File: config.mk
export PLATFORM = sky130hd
export DESIGN_NAME = aabb_collision_resolve_core
export DESIGN_NICKNAME = d
export VERILOG_FILES = /design/src/hw/rtl/acr_pkg.sv /design/src/hw/rtl/acr_front.sv /design/src/hw/rtl/acr_queue.sv /design/src/hw/rtl/acr_back.sv /design/src/hw/rtl/aabb_collision_resolve_core.sv
export VERILOG_INCLUDE_DIRS = /design/src /design/src/hw/rtl
export SDC_FILE = /design/constraint.sdc
export NUM_CORES = 2
export LEC_CHECK = 0
export BUFFER_PORTS_ARGS = -buffer_cell sky130_fd_sc_hd__buf_2
export CAP_MARGIN = 5
export CORE_ASPECT_RATIO = 1.5
export CORE_UTILIZATION = 50
export DETAILED_ROUTE_END_ITERATION = 10
export PLACE_DENSITY_LB_ADDON = 0.3
export SLEW_MARGIN = 25
export SYNTH_ARGS = -nofsm -noshare
export SYNTH_HDL_FRONTEND = slang
export SYNTH_SLANG_ARGS = --single-unit
File: constraint.sdc
create_clock -name aclk -period 11 [get_ports aclk]
set_input_delay 1.1 -clock aclk [delete_from_list [all_inputs] [get_ports aclk]]
set_output_delay 1.1 -clock aclk [all_outputs]
set_load 0.01 [all_outputs]
File: src/hw/rtl/aabb_collision_resolve_core_defines.svh
// assertion macros shared by the collision resolve rtl
`ifndef AABB_COLLISION_RESOLVE_CORE_DEFINES_SVH
`define AABB_COLLISION_RESOLVE_CORE_DEFINES_SVH

// same-cycle implication, checked out of reset
`define ACR_ASSERT_NOW(label, ante, cons, msg) \
    label: assert property (@(posedge aclk) disable iff (!aresetn) \
        (ante) |-> (cons)) else $error(msg);

// next-cycle implication, checked out of reset
`define ACR_ASSERT_NEXT(label, ante, cons, msg) \
    label: assert property (@(posedge aclk) disable iff (!aresetn) \
        (ante) |=> (cons)) else $error(msg);

`endif

File: src/hw/rtl/acr_pkg.sv
// types, constants and helpers of the box collision resolver
package acr_pkg;

    // fixed point format
    localparam int FRAC_BITS = 16;
    localparam int PUSH_W    = FRAC_BITS + 1;
    localparam logic [PUSH_W-1:0] ONE_FX = PUSH_W'(1) << FRAC_BITS;

    // datapath widths
    localparam int DELTA_W = 33;
    localparam int SUM_W   = 32;
    localparam int PEN_W   = 34;
    localparam int PROD_W  = PEN_W + PUSH_W + 1;

    // saturation limits at product width
    localparam logic signed [PROD_W-1:0] SAT_HI =
        $signed({{(PROD_W-31){1'b0}}, {31{1'b1}}});
    localparam logic signed [PROD_W-1:0] SAT_LO =
        $signed({{(PROD_W-31){1'b1}}, {31{1'b0}}});

    // queue between front and back
    localparam int Q_DEPTH = 4;
    localparam int Q_AW    = $clog2(Q_DEPTH);

    typedef struct packed {
        logic signed [31:0] first_center_x;
        logic signed [31:0] first_center_y;
        logic        [30:0] first_half_w;
        logic        [30:0] first_half_h;
        logic signed [31:0] second_center_x;
        logic signed [31:0] second_center_y;
        logic        [30:0] second_half_w;
        logic        [30:0] second_half_h;
        logic signed [31:0] push_factor;
    } in_item_t;

    typedef struct packed {
        logic               hit;
        logic signed [31:0] first_move_x;
        logic signed [31:0] first_move_y;
        logic signed [31:0] second_move_x;
        logic signed [31:0] second_move_y;
    } out_item_t;

    // classified item handed from front to back
    typedef struct packed {
        logic                    hit;
        logic                    axis_x;
        logic signed [PEN_W-1:0] first_op;
        logic signed [PEN_W-1:0] second_op;
        logic [PUSH_W-1:0]       keep;
        logic [PUSH_W-1:0]       push;
    } op_t;

    // floor shift of a product and clamp to the signed 32 bit range
    function automatic logic signed [31:0] scale_sat(input logic signed [PROD_W-1:0] v);
        logic signed [PROD_W-1:0] s;
        s = v >>> FRAC_BITS;
        if (s > SAT_HI) begin
            return SAT_HI[31:0];
        end else if (s < SAT_LO) begin
            return SAT_LO[31:0];
        end
        return s[31:0];
    endfunction

endpackage

File: src/hw/rtl/acr_front.sv
// front end: accepts box pairs, finds overlap, axis and split operands
module acr_front (
    input  logic             aclk,
    input  logic             aresetn,
    input  logic             s_valid,
    output logic             s_ready,
    input  acr_pkg::in_item_t s_item,
    output logic             q_valid,
    input  logic             q_ready,
    output acr_pkg::op_t     q_data
);
    import acr_pkg::*;

    logic st1_valid_reg, st1_valid_next;
    logic st2_valid_reg, st2_valid_next;
    logic st2_load;

    // stage 1 payload
    logic signed [DELTA_W-1:0] dx_reg, dy_reg;
    logic [SUM_W-1:0]          sw_reg, sh_reg;
    logic [PUSH_W-1:0]         push1_reg;

    // stage 2 payload
    logic signed [PEN_W-1:0] px_reg, py_reg;
    logic                    dx_pos_reg, dy_pos_reg;
    logic [PUSH_W-1:0]       push2_reg;

    logic [PUSH_W-1:0]       push_clamp;
    logic [DELTA_W-1:0]      abs_dx, abs_dy;
    logic signed [PEN_W-1:0] pen;
    logic                    d_pos;

    // handshake of the two front stages
    assign st2_load = !st2_valid_reg || q_ready;
    assign s_ready  = !st1_valid_reg || st2_load;
    assign q_valid  = st2_valid_reg;

    always_comb begin
        st1_valid_next = s_ready ? s_valid : st1_valid_reg;
        st2_valid_next = st2_load ? st1_valid_reg : st2_valid_reg;
    end

    always_ff @(posedge aclk) begin
        if (!aresetn) begin
            st1_valid_reg <= 1'b0;
            st2_valid_reg <= 1'b0;
        end else begin
            st1_valid_reg <= st1_valid_next;
            st2_valid_reg <= st2_valid_next;
        end
    end

    // push share clamped to 0..one
    always_comb begin
        if (s_item.push_factor[31]) begin
            push_clamp = '0;
        end else if (s_item.push_factor > $signed({{(32-PUSH_W){1'b0}}, ONE_FX})) begin
            push_clamp = ONE_FX;
        end else begin
            push_clamp = s_item.push_factor[PUSH_W-1:0];
        end
    end

    // stage 1: center deltas and half size sums
    always_ff @(posedge aclk) begin
        if (s_ready) begin
            dx_reg    <= DELTA_W'(s_item.second_center_x) - DELTA_W'(s_item.first_center_x);
            dy_reg    <= DELTA_W'(s_item.second_center_y) - DELTA_W'(s_item.first_center_y);
            sw_reg    <= SUM_W'(s_item.first_half_w) + SUM_W'(s_item.second_half_w);
            sh_reg    <= SUM_W'(s_item.first_half_h) + SUM_W'(s_item.second_half_h);
            push1_reg <= push_clamp;
        end
    end

    // stage 2: penetration per axis
    assign abs_dx = dx_reg[DELTA_W-1] ? DELTA_W'(-dx_reg) : DELTA_W'(dx_reg);
    assign abs_dy = dy_reg[DELTA_W-1] ? DELTA_W'(-dy_reg) : DELTA_W'(dy_reg);

    always_ff @(posedge aclk) begin
        if (st2_load) begin
            px_reg     <= $signed({1'b0, abs_dx}) - $signed({2'b00, sw_reg});
            py_reg     <= $signed({1'b0, abs_dy}) - $signed({2'b00, sh_reg});
            dx_pos_reg <= !dx_reg[DELTA_W-1] && (dx_reg != '0);
            dy_pos_reg <= !dy_reg[DELTA_W-1] && (dy_reg != '0);
            push2_reg  <= push1_reg;
        end
    end

    // classify: hit, axis of least penetration, signed multiplier operands
    always_comb begin
        q_data.hit    = px_reg[PEN_W-1] && py_reg[PEN_W-1];
        q_data.axis_x = px_reg > py_reg;
        pen           = q_data.axis_x ? px_reg : py_reg;
        d_pos         = q_data.axis_x ? dx_pos_reg : dy_pos_reg;
        q_data.keep   = ONE_FX - push2_reg;
        q_data.push   = push2_reg;
        if (!q_data.hit) begin
            q_data.first_op  = '0;
            q_data.second_op = '0;
        end else if (d_pos) begin
            q_data.first_op  = pen;
            q_data.second_op = -pen;
        end else begin
            q_data.first_op  = -pen;
            q_data.second_op = pen;
        end
    end

endmodule

File: src/hw/rtl/acr_queue.sv
// short item queue that decouples front and back
module acr_queue (
    input  logic         aclk,
    input  logic         aresetn,
    input  logic         in_valid,
    output logic         in_ready,
    input  acr_pkg::op_t in_data,
    output logic         out_valid,
    input  logic         out_ready,
    output acr_pkg::op_t out_data
);
    import acr_pkg::*;
    `include "aabb_collision_resolve_core_defines.svh"

    op_t mem_reg [Q_DEPTH];
    logic [Q_AW-1:0] wr_ptr_reg, wr_ptr_next;
    logic [Q_AW-1:0] rd_ptr_reg, rd_ptr_next;
    logic [Q_AW:0]   count_reg, count_next;
    logic            push, pop;

    assign in_ready  = count_reg != (Q_AW+1)'(Q_DEPTH);
    assign out_valid = count_reg != '0;
    assign push      = in_valid && in_ready;
    assign pop       = out_valid && out_ready;
    assign out_data  = mem_reg[rd_ptr_reg];

    // pointer and fill bookkeeping
    always_comb begin
        wr_ptr_next = wr_ptr_reg;
        rd_ptr_next = rd_ptr_reg;
        count_next  = count_reg;
        if (push) begin
            wr_ptr_next = (wr_ptr_reg == Q_AW'(Q_DEPTH-1)) ? '0 : wr_ptr_reg + Q_AW'(1);
        end
        if (pop) begin
            rd_ptr_next = (rd_ptr_reg == Q_AW'(Q_DEPTH-1)) ? '0 : rd_ptr_reg + Q_AW'(1);
        end
        if (push && !pop) begin
            count_next = count_reg + (Q_AW+1)'(1);
        end else if (pop && !push) begin
            count_next = count_reg - (Q_AW+1)'(1);
        end
    end

    always_ff @(posedge aclk) begin
        if (!aresetn) begin
            wr_ptr_reg <= '0;
            rd_ptr_reg <= '0;
            count_reg  <= '0;
        end else begin
            wr_ptr_reg <= wr_ptr_next;
            rd_ptr_reg <= rd_ptr_next;
            count_reg  <= count_next;
        end
    end

    // entry storage
    always_ff @(posedge aclk) begin
        if (push) begin
            mem_reg[wr_ptr_reg] <= in_data;
        end
    end

    `ACR_ASSERT_NOW(a_q_bound, 1'b1, count_reg <= (Q_AW+1)'(Q_DEPTH), "queue overfilled")
    `ACR_ASSERT_NEXT(a_q_track, 1'b1, count_reg == $past(count_reg) + (Q_AW+1)'($past(push)) - (Q_AW+1)'($past(pop)), "queue count lost track")
    `ACR_ASSERT_NOW(a_q_full, !in_ready, out_valid, "full queue shows no item")

endmodule

File: src/hw/rtl/acr_back.sv
// back end: scales the split, saturates and presents the result
module acr_back (
    input  logic              aclk,
    input  logic              aresetn,
    input  logic              q_valid,
    output logic              q_ready,
    input  acr_pkg::op_t      q_data,
    output logic              m_valid,
    input  logic              m_ready,
    output acr_pkg::out_item_t m_item
);
    import acr_pkg::*;
    `include "aabb_collision_resolve_core_defines.svh"

    logic m1_valid_reg, m1_valid_next;
    logic m_valid_reg, m_valid_next;
    logic m1_load, out_load;

    logic                     hit_reg, axis_x_reg;
    logic signed [PROD_W-1:0] prod_f_reg, prod_s_reg;
    out_item_t                out_reg;
    logic signed [31:0]       fm, sm;

    // handshake of the two back stages
    assign out_load = !m_valid_reg || m_ready;
    assign m1_load  = !m1_valid_reg || out_load;
    assign q_ready  = m1_load;
    assign m_valid  = m_valid_reg;
    assign m_item   = out_reg;

    always_comb begin
        m1_valid_next = m1_load ? q_valid : m1_valid_reg;
        m_valid_next  = out_load ? m1_valid_reg : m_valid_reg;
    end

    always_ff @(posedge aclk) begin
        if (!aresetn) begin
            m1_valid_reg <= 1'b0;
            m_valid_reg  <= 1'b0;
        end else begin
            m1_valid_reg <= m1_valid_next;
            m_valid_reg  <= m_valid_next;
        end
    end

    // multiply stage: penetration times each box's share
    always_ff @(posedge aclk) begin
        if (m1_load) begin
            hit_reg    <= q_data.hit;
            axis_x_reg <= q_data.axis_x;
            prod_f_reg <= PROD_W'(q_data.first_op) * PROD_W'($signed({1'b0, q_data.keep}));
            prod_s_reg <= PROD_W'(q_data.second_op) * PROD_W'($signed({1'b0, q_data.push}));
        end
    end

    // scale, saturate and route to the chosen axis
    assign fm = scale_sat(prod_f_reg);
    assign sm = scale_sat(prod_s_reg);

    always_ff @(posedge aclk) begin
        if (out_load) begin
            out_reg.hit           <= hit_reg;
            out_reg.first_move_x  <= axis_x_reg ? fm : '0;
            out_reg.second_move_x <= axis_x_reg ? sm : '0;
            out_reg.first_move_y  <= axis_x_reg ? '0 : fm;
            out_reg.second_move_y <= axis_x_reg ? '0 : sm;
        end
    end

    `ACR_ASSERT_NOW(a_miss_zero, m_valid && !m_item.hit, (m_item.first_move_x == 0) && (m_item.first_move_y == 0) && (m_item.second_move_x == 0) && (m_item.second_move_y == 0), "miss with nonzero move")
    `ACR_ASSERT_NOW(a_one_axis, m_valid, ((m_item.first_move_x == 0) && (m_item.second_move_x == 0)) || ((m_item.first_move_y == 0) && (m_item.second_move_y == 0)), "moves on both axes")
    `ACR_ASSERT_NOW(a_opposed, m_valid, !(m_item.first_move_x[31] && m_item.second_move_x[31]) && !(m_item.first_move_y[31] && m_item.second_move_y[31]), "both boxes pushed the same way")

endmodule

File: src/hw/rtl/aabb_collision_resolve_core.sv
// Two-box axis-aligned overlap resolver. One box pair enters per cycle and one result
// leaves per cycle while nothing stalls; each passes two front stages for deltas and
// penetrations, one queue slot, one multiply stage and one scale/saturate output
// stage. The rate is set by the back end's two 34x18 multipliers, which take one item
// per cycle unless the output stalls. A four-entry queue separates front and back so
// either side may stall without losing items. Centres and moves are signed Q16.16,
// half sizes unsigned Q15.16; push is clamped to 0..1 and moves saturate to 32 bits.
module aabb_collision_resolve_core (
    input  logic               aclk,
    input  logic               aresetn,
    input  logic               s_valid,
    output logic               s_ready,
    input  acr_pkg::in_item_t  s_item,
    output logic               m_valid,
    input  logic               m_ready,
    output acr_pkg::out_item_t m_item
);
    import acr_pkg::*;

    logic fq_valid, fq_ready;
    logic qb_valid, qb_ready;
    op_t  fq_data, qb_data;

    // classify box pairs
    acr_front u_front (
        .aclk    (aclk),
        .aresetn (aresetn),
        .s_valid (s_valid),
        .s_ready (s_ready),
        .s_item  (s_item),
        .q_valid (fq_valid),
        .q_ready (fq_ready),
        .q_data  (fq_data)
    );

    // decoupling queue
    acr_queue u_queue (
        .aclk      (aclk),
        .aresetn   (aresetn),
        .in_valid  (fq_valid),
        .in_ready  (fq_ready),
        .in_data   (fq_data),
        .out_valid (qb_valid),
        .out_ready (qb_ready),
        .out_data  (qb_data)
    );

    // compute and present displacements
    acr_back u_back (
        .aclk    (aclk),
        .aresetn (aresetn),
        .q_valid (qb_valid),
        .q_ready (qb_ready),
        .q_data  (qb_data),
        .m_valid (m_valid),
        .m_ready (m_ready),
        .m_item  (m_item)
    );

endmodule
Word-level counts from Yosys, hierarchy flattened
Memories as Yosys holds them, arrays and structs flattened. A register that Yosys moved wholly into a read port is not among the register bits. Index checks and enable logic that the tools add are counted.

$lt $le $gt $ge: 6. Add/sub/neg operators: 14. Eq/ne operators: 3. $mul: 2. Mux-type cells: 25. Reductions and logical operators: 24.

Operator list (count): two-way mux 32 bit (6); two-way mux 68 bit (2); multiplier 34 x 18 -> 52 bit (2); > comparator 36 x 32 -> 1 bit, second input constant (2); < comparator 36 x 32 -> 1 bit, second input constant (2); subtractor 33 x 32 -> 34 bit (2); two-way mux 33 bit (2); negator 33 bit (2); nonzero test 33 bit (2); subtractor 32 x 32 -> 33 bit (2); adder 31 x 31 -> 32 bit (2); > comparator 34 bit (1); two-way mux 34 bit (1); negator 34 bit (1); > comparator 32 x 18 -> 1 bit, second input constant (1); two-way mux 17 bit (1); subtractor 17 bit, first input constant (1); logical NOT 1 bit (8); two-way mux 2 bit (4); logical AND 1 bit (7); two-way mux 1 bit (7); two-way mux 3 bit (2); adder 2 x 1 -> 2 bit, second input constant (2); == test 2 bit, second input constant (2); other kinds (7) (10).

Word-level logic and storage cells: 102. Bits in writable memories: 416. Memories: 1. Bits of input ports: 288. Output and inout port bits: 131. Bits in registers: 480.

Memory list: u_queue.mem_reg (words 4, width 104, read ports 1, clocked after Yosys merged registers in 1, write ports 1, line acr_queue.sv:15) `op_t mem_reg [Q_DEPTH];`.

Longest topological paths before layout
Depth after elaboration: 7. Gate-level depth with buffers: 31. Gate-level depth less buffers: 27.

Hierarchy
Synthesis repeated with hierarchy kept, for this count alone.

Cells, all modules: 7935. Area, all modules: 83669.0 µm².

By module, submodules not included: acr_back (area an instance 46464.6 µm², times used 1, cells an instance 4897, sequential area each 6135.9 µm²); acr_front (area an instance 21707.1 µm², times used 1, cells an instance 2443, sequential area each 7066.8 µm²); acr_queue (area an instance 15497.4 µm², times used 1, cells an instance 595, sequential area each 12672.2 µm²).

Worst setup path before layout
OpenSTA, ideal clock, no wires.

Kind: register -> register. Start point: register with a tool-made name. End point: register u_back.prod_f_reg[49] (data pin). Setup time: 265 ps. Period minus slack after synthesis: 8159 ps. Arrival time: 7893 ps. Data required time: 10735 ps. Buffers on the path: 5. Slack: 2841 ps. Cell stages (with the launch flop): 28. Cells stage by stage: dfxtp_1 > clkbuf_1 > buf_1 > clkbuf_1 > buf_1 > mux4_2 > clkbuf_1 > nand2_1 > fa_1 > fa_1 > fa_1 > inv_1 > fa_1 > fa_1 > inv_1 > fa_1 > inv_1 > ha_1 > a21o_1 > a21o_1 > a2111oi_2 > o21bai_1 > a22o_1 > or3_1 > o211ai_1 > a21o_1 > nor3_1 > or3_1.

RTL lines: end signal: assignment (line acr_back.sv:51) `prod_f_reg <= PROD_W'(q_data.first_op) * PROD_W'($signed({1'b0, q_data.keep}));`; end: declaration (line acr_back.sv:20) `logic signed [PROD_W-1:0] prod_f_reg, prod_s_reg;`.

==> metrics.txt <==
grt ovf=0; die area=0.165 mm^2; Final Max Tran Viols=0; Hold WC Path Type=reg -> reg; fmax=0.110 GHz; DR WL/cell=20.1 um; gr usage total=0.257; CTS Buffer Depth=3; WP buf/inv=5; buffer count from post-CTS setup fixing=0; post-route minimum period=around 9 ns; DR pass1 iterations=6; global-route wire length before repair=328,000 um; IO buf count=418; TritonCTS buffer count=82; CP cell instances=buf_4 -> mux2_2 -> o21ai_1 -> nor2_1 -> fa_1 -> inv_1 -> fa_1 -> fa_1 -> inv_1 -> fa_1 -> fa_1 -> inv_1 -> fa_1 -> inv_1 -> ha_1 -> nand3_1 -> nor2_1 -> nor3b_1 -> o211ai_1 -> a211oi_1 -> o21ai_2 -> o311ai_0 -> a21oi_1 -> xnor2_1; Root Buffer=clkbuf_16; DIE HEIGHT=498 um; share of post-route cells with drive strength above 1=0.0952; sequential fraction of the synthesis area=0.313; status=complete, no violations; syn_nets=9,756; Final Hold Vio Count=0; Crit Path Max Fanout=47; Synth top area share=0.310; largest net degree at the start of global routing=79; Post-synth ARST share=0; initial core utilization=0.504; Layout area overhead=8.51%; cells after synthesis=~7,900; Initial DRC Count=3,424; Syn Std Cell Area=0.0819 mm^2; Worst-path clk slew=0.06 ns; count of state elements after synthesis=about 860; die width=332 um; DR vias/cell=~5.5; Post-CTS Hold Buffers=0; Slew HR=0.262; core area=0.162 mm^2; Max H-tree Level=3; Main synth FF type=edfxtp_1; CTS tree=built; initial antenna violation count=17; CP most frequent cell=fa_1; startpoint types=register; CP Capture Type=register; setup violators final=0; max incr delay on CP=0.82 ns; Total Wirelength=208,000 um; fin crit share=0.830; synth warn=0; max FFs per register=408; Row Count=between 150 and 200; EDFF count, synth=845; RSZ-0062 raised after global routing=no; clk_lat worst skew=0.74 ns; Post-CTS Resized=0; Yosys top cell by area=edfxtp_1; via count=~56,000; total I/O pin count=419; hpwl dp=165,000 um; setup_tns=0 ns; CP arrival=between 9 and 10 ns; Final nets=between 10,000 and 15,000; CP top delay family=adder cells; skew final=0.0578 ns; Netlist cell types=approximately 90; vias in the first global route=60,300; synthesized area per cell=10.4 um^2; Final GP Congestion=0.938; CP max stage cell=dfxtp_4; commonest non-fill, non-tap cells in the layout=inv_1 (1,479), fa_1 (1,105), nand2_1 (908); most common cell after layout, fill and taps aside=inv_1; CP Data Required Time=11.46 ns; DRT antenna net count=0; WS Path Type=reg -> reg; DRC violations left=0; max-cap violation count=0; Sink Count=858; top cells by area, synth=edfxtp_1 (31%), fa_1 (27%), ha_1 (7.2%); worst slew pin tran=1.11 ns
==> worst register-to-register path: cells and delay by family, from the launching register on <==
| family | cells | cell delay [ns] |
|---|---|---|
| compound gates | 6 | 2.46 |
| xor+xnor | 1 | 0.15 |
| fa+ha+maj | 7 | 3.36 |
| buf+inv | 5 | 0.90 |
| flops | 1 | 0.82 |
| mux | 1 | 0.46 |
| simple gates | 4 | 0.72 |
==> through the flow <==
stage               cells  utilization  instance area [um^2]  hold WS (ns)  setup slack [ns]
floorplan            7890            -                 81900         0.400              2.84
global placement    10200        0.531                 86100         0.405              1.93
detailed placement  10200        0.531                 86100         0.405              1.82
CTS                 10400        0.547                 88800         0.418              1.83
global route        10400        0.547                 88800         0.428              1.40
finish              10400        0.547                 88800         0.416              1.87
==> logic make-up (layout without fill, tap and decap cells) <==
logic type | after synthesis | after routing | synth area share
AO/OA/AOI/OAI | 959 | 959 | 0.0746
XOR/XNOR | 341 | 341 | 0.0365
adder cells (fa/ha/maj) | 1578 | 1578 | 0.342
buffers and inverters | 1748 | 2107 | 0.0807
flip-flops | 858 | 858 | 0.313
multiplexers | 197 | 197 | 0.0336
other | 0 | 3 | 0
AND/OR/NAND/NOR | 2209 | 2209 | 0.119
==> Yosys cell counts, drive strengths merged (63+ instances only) <==
cell type	instances
inv	1481
fa	1105
nand2	911
edfxtp	845
nor2	688
ha	473
a21oi	312
xnor2	243
clkbuf	234
o21ai	199
nor2b	167
a21o	115
xor2	98
o21a	93
mux2i	87
and2	85
nor3	81
nand3	63
==> final cells by class <==
type                            count  area [um^2]
Clock inverter                     55          538
Fill cell                       14100        73500
Antenna cell                        3         7.51
Sequential cell                   858        25600
Timing Repair Buffer              477         2580
Inverter                         1481         5570
Tap cell                         2104         2630
Multi-Input combinational cell   5284        49800
Clock buffer                       94         2120
==> worst paths after layout <==
check                                           start                               to  slack (ns)  depth (start not counted)
setup / recovery                             register  u_back.prod_f_reg[46]$_DFFE_PN_        1.87                         24
hold / removal    u_front.push1_reg[13]$_SDFFCE_PP0P_  u_front.push2_reg[13]$_DFFE_PP_        0.42                          0
setup reg to reg                             register  u_back.prod_f_reg[46]$_DFFE_PN_        1.87                         24
hold reg to reg   u_front.push1_reg[13]$_SDFFCE_PP0P_  u_front.push2_reg[13]$_DFFE_PP_        0.42                          0
==> routing by layer <==
layer / GRT usage / wire, um
met4: 0.136 / 11700
met1: 0.289 / 77000
met5: 0 / 128
met3: 0.0302 / 10700
met2: 0.472 / 109000
Power is left out: the tool's default activity adds up to more than one toggle a clock period on the data nets, which glitch-free logic cannot reach.
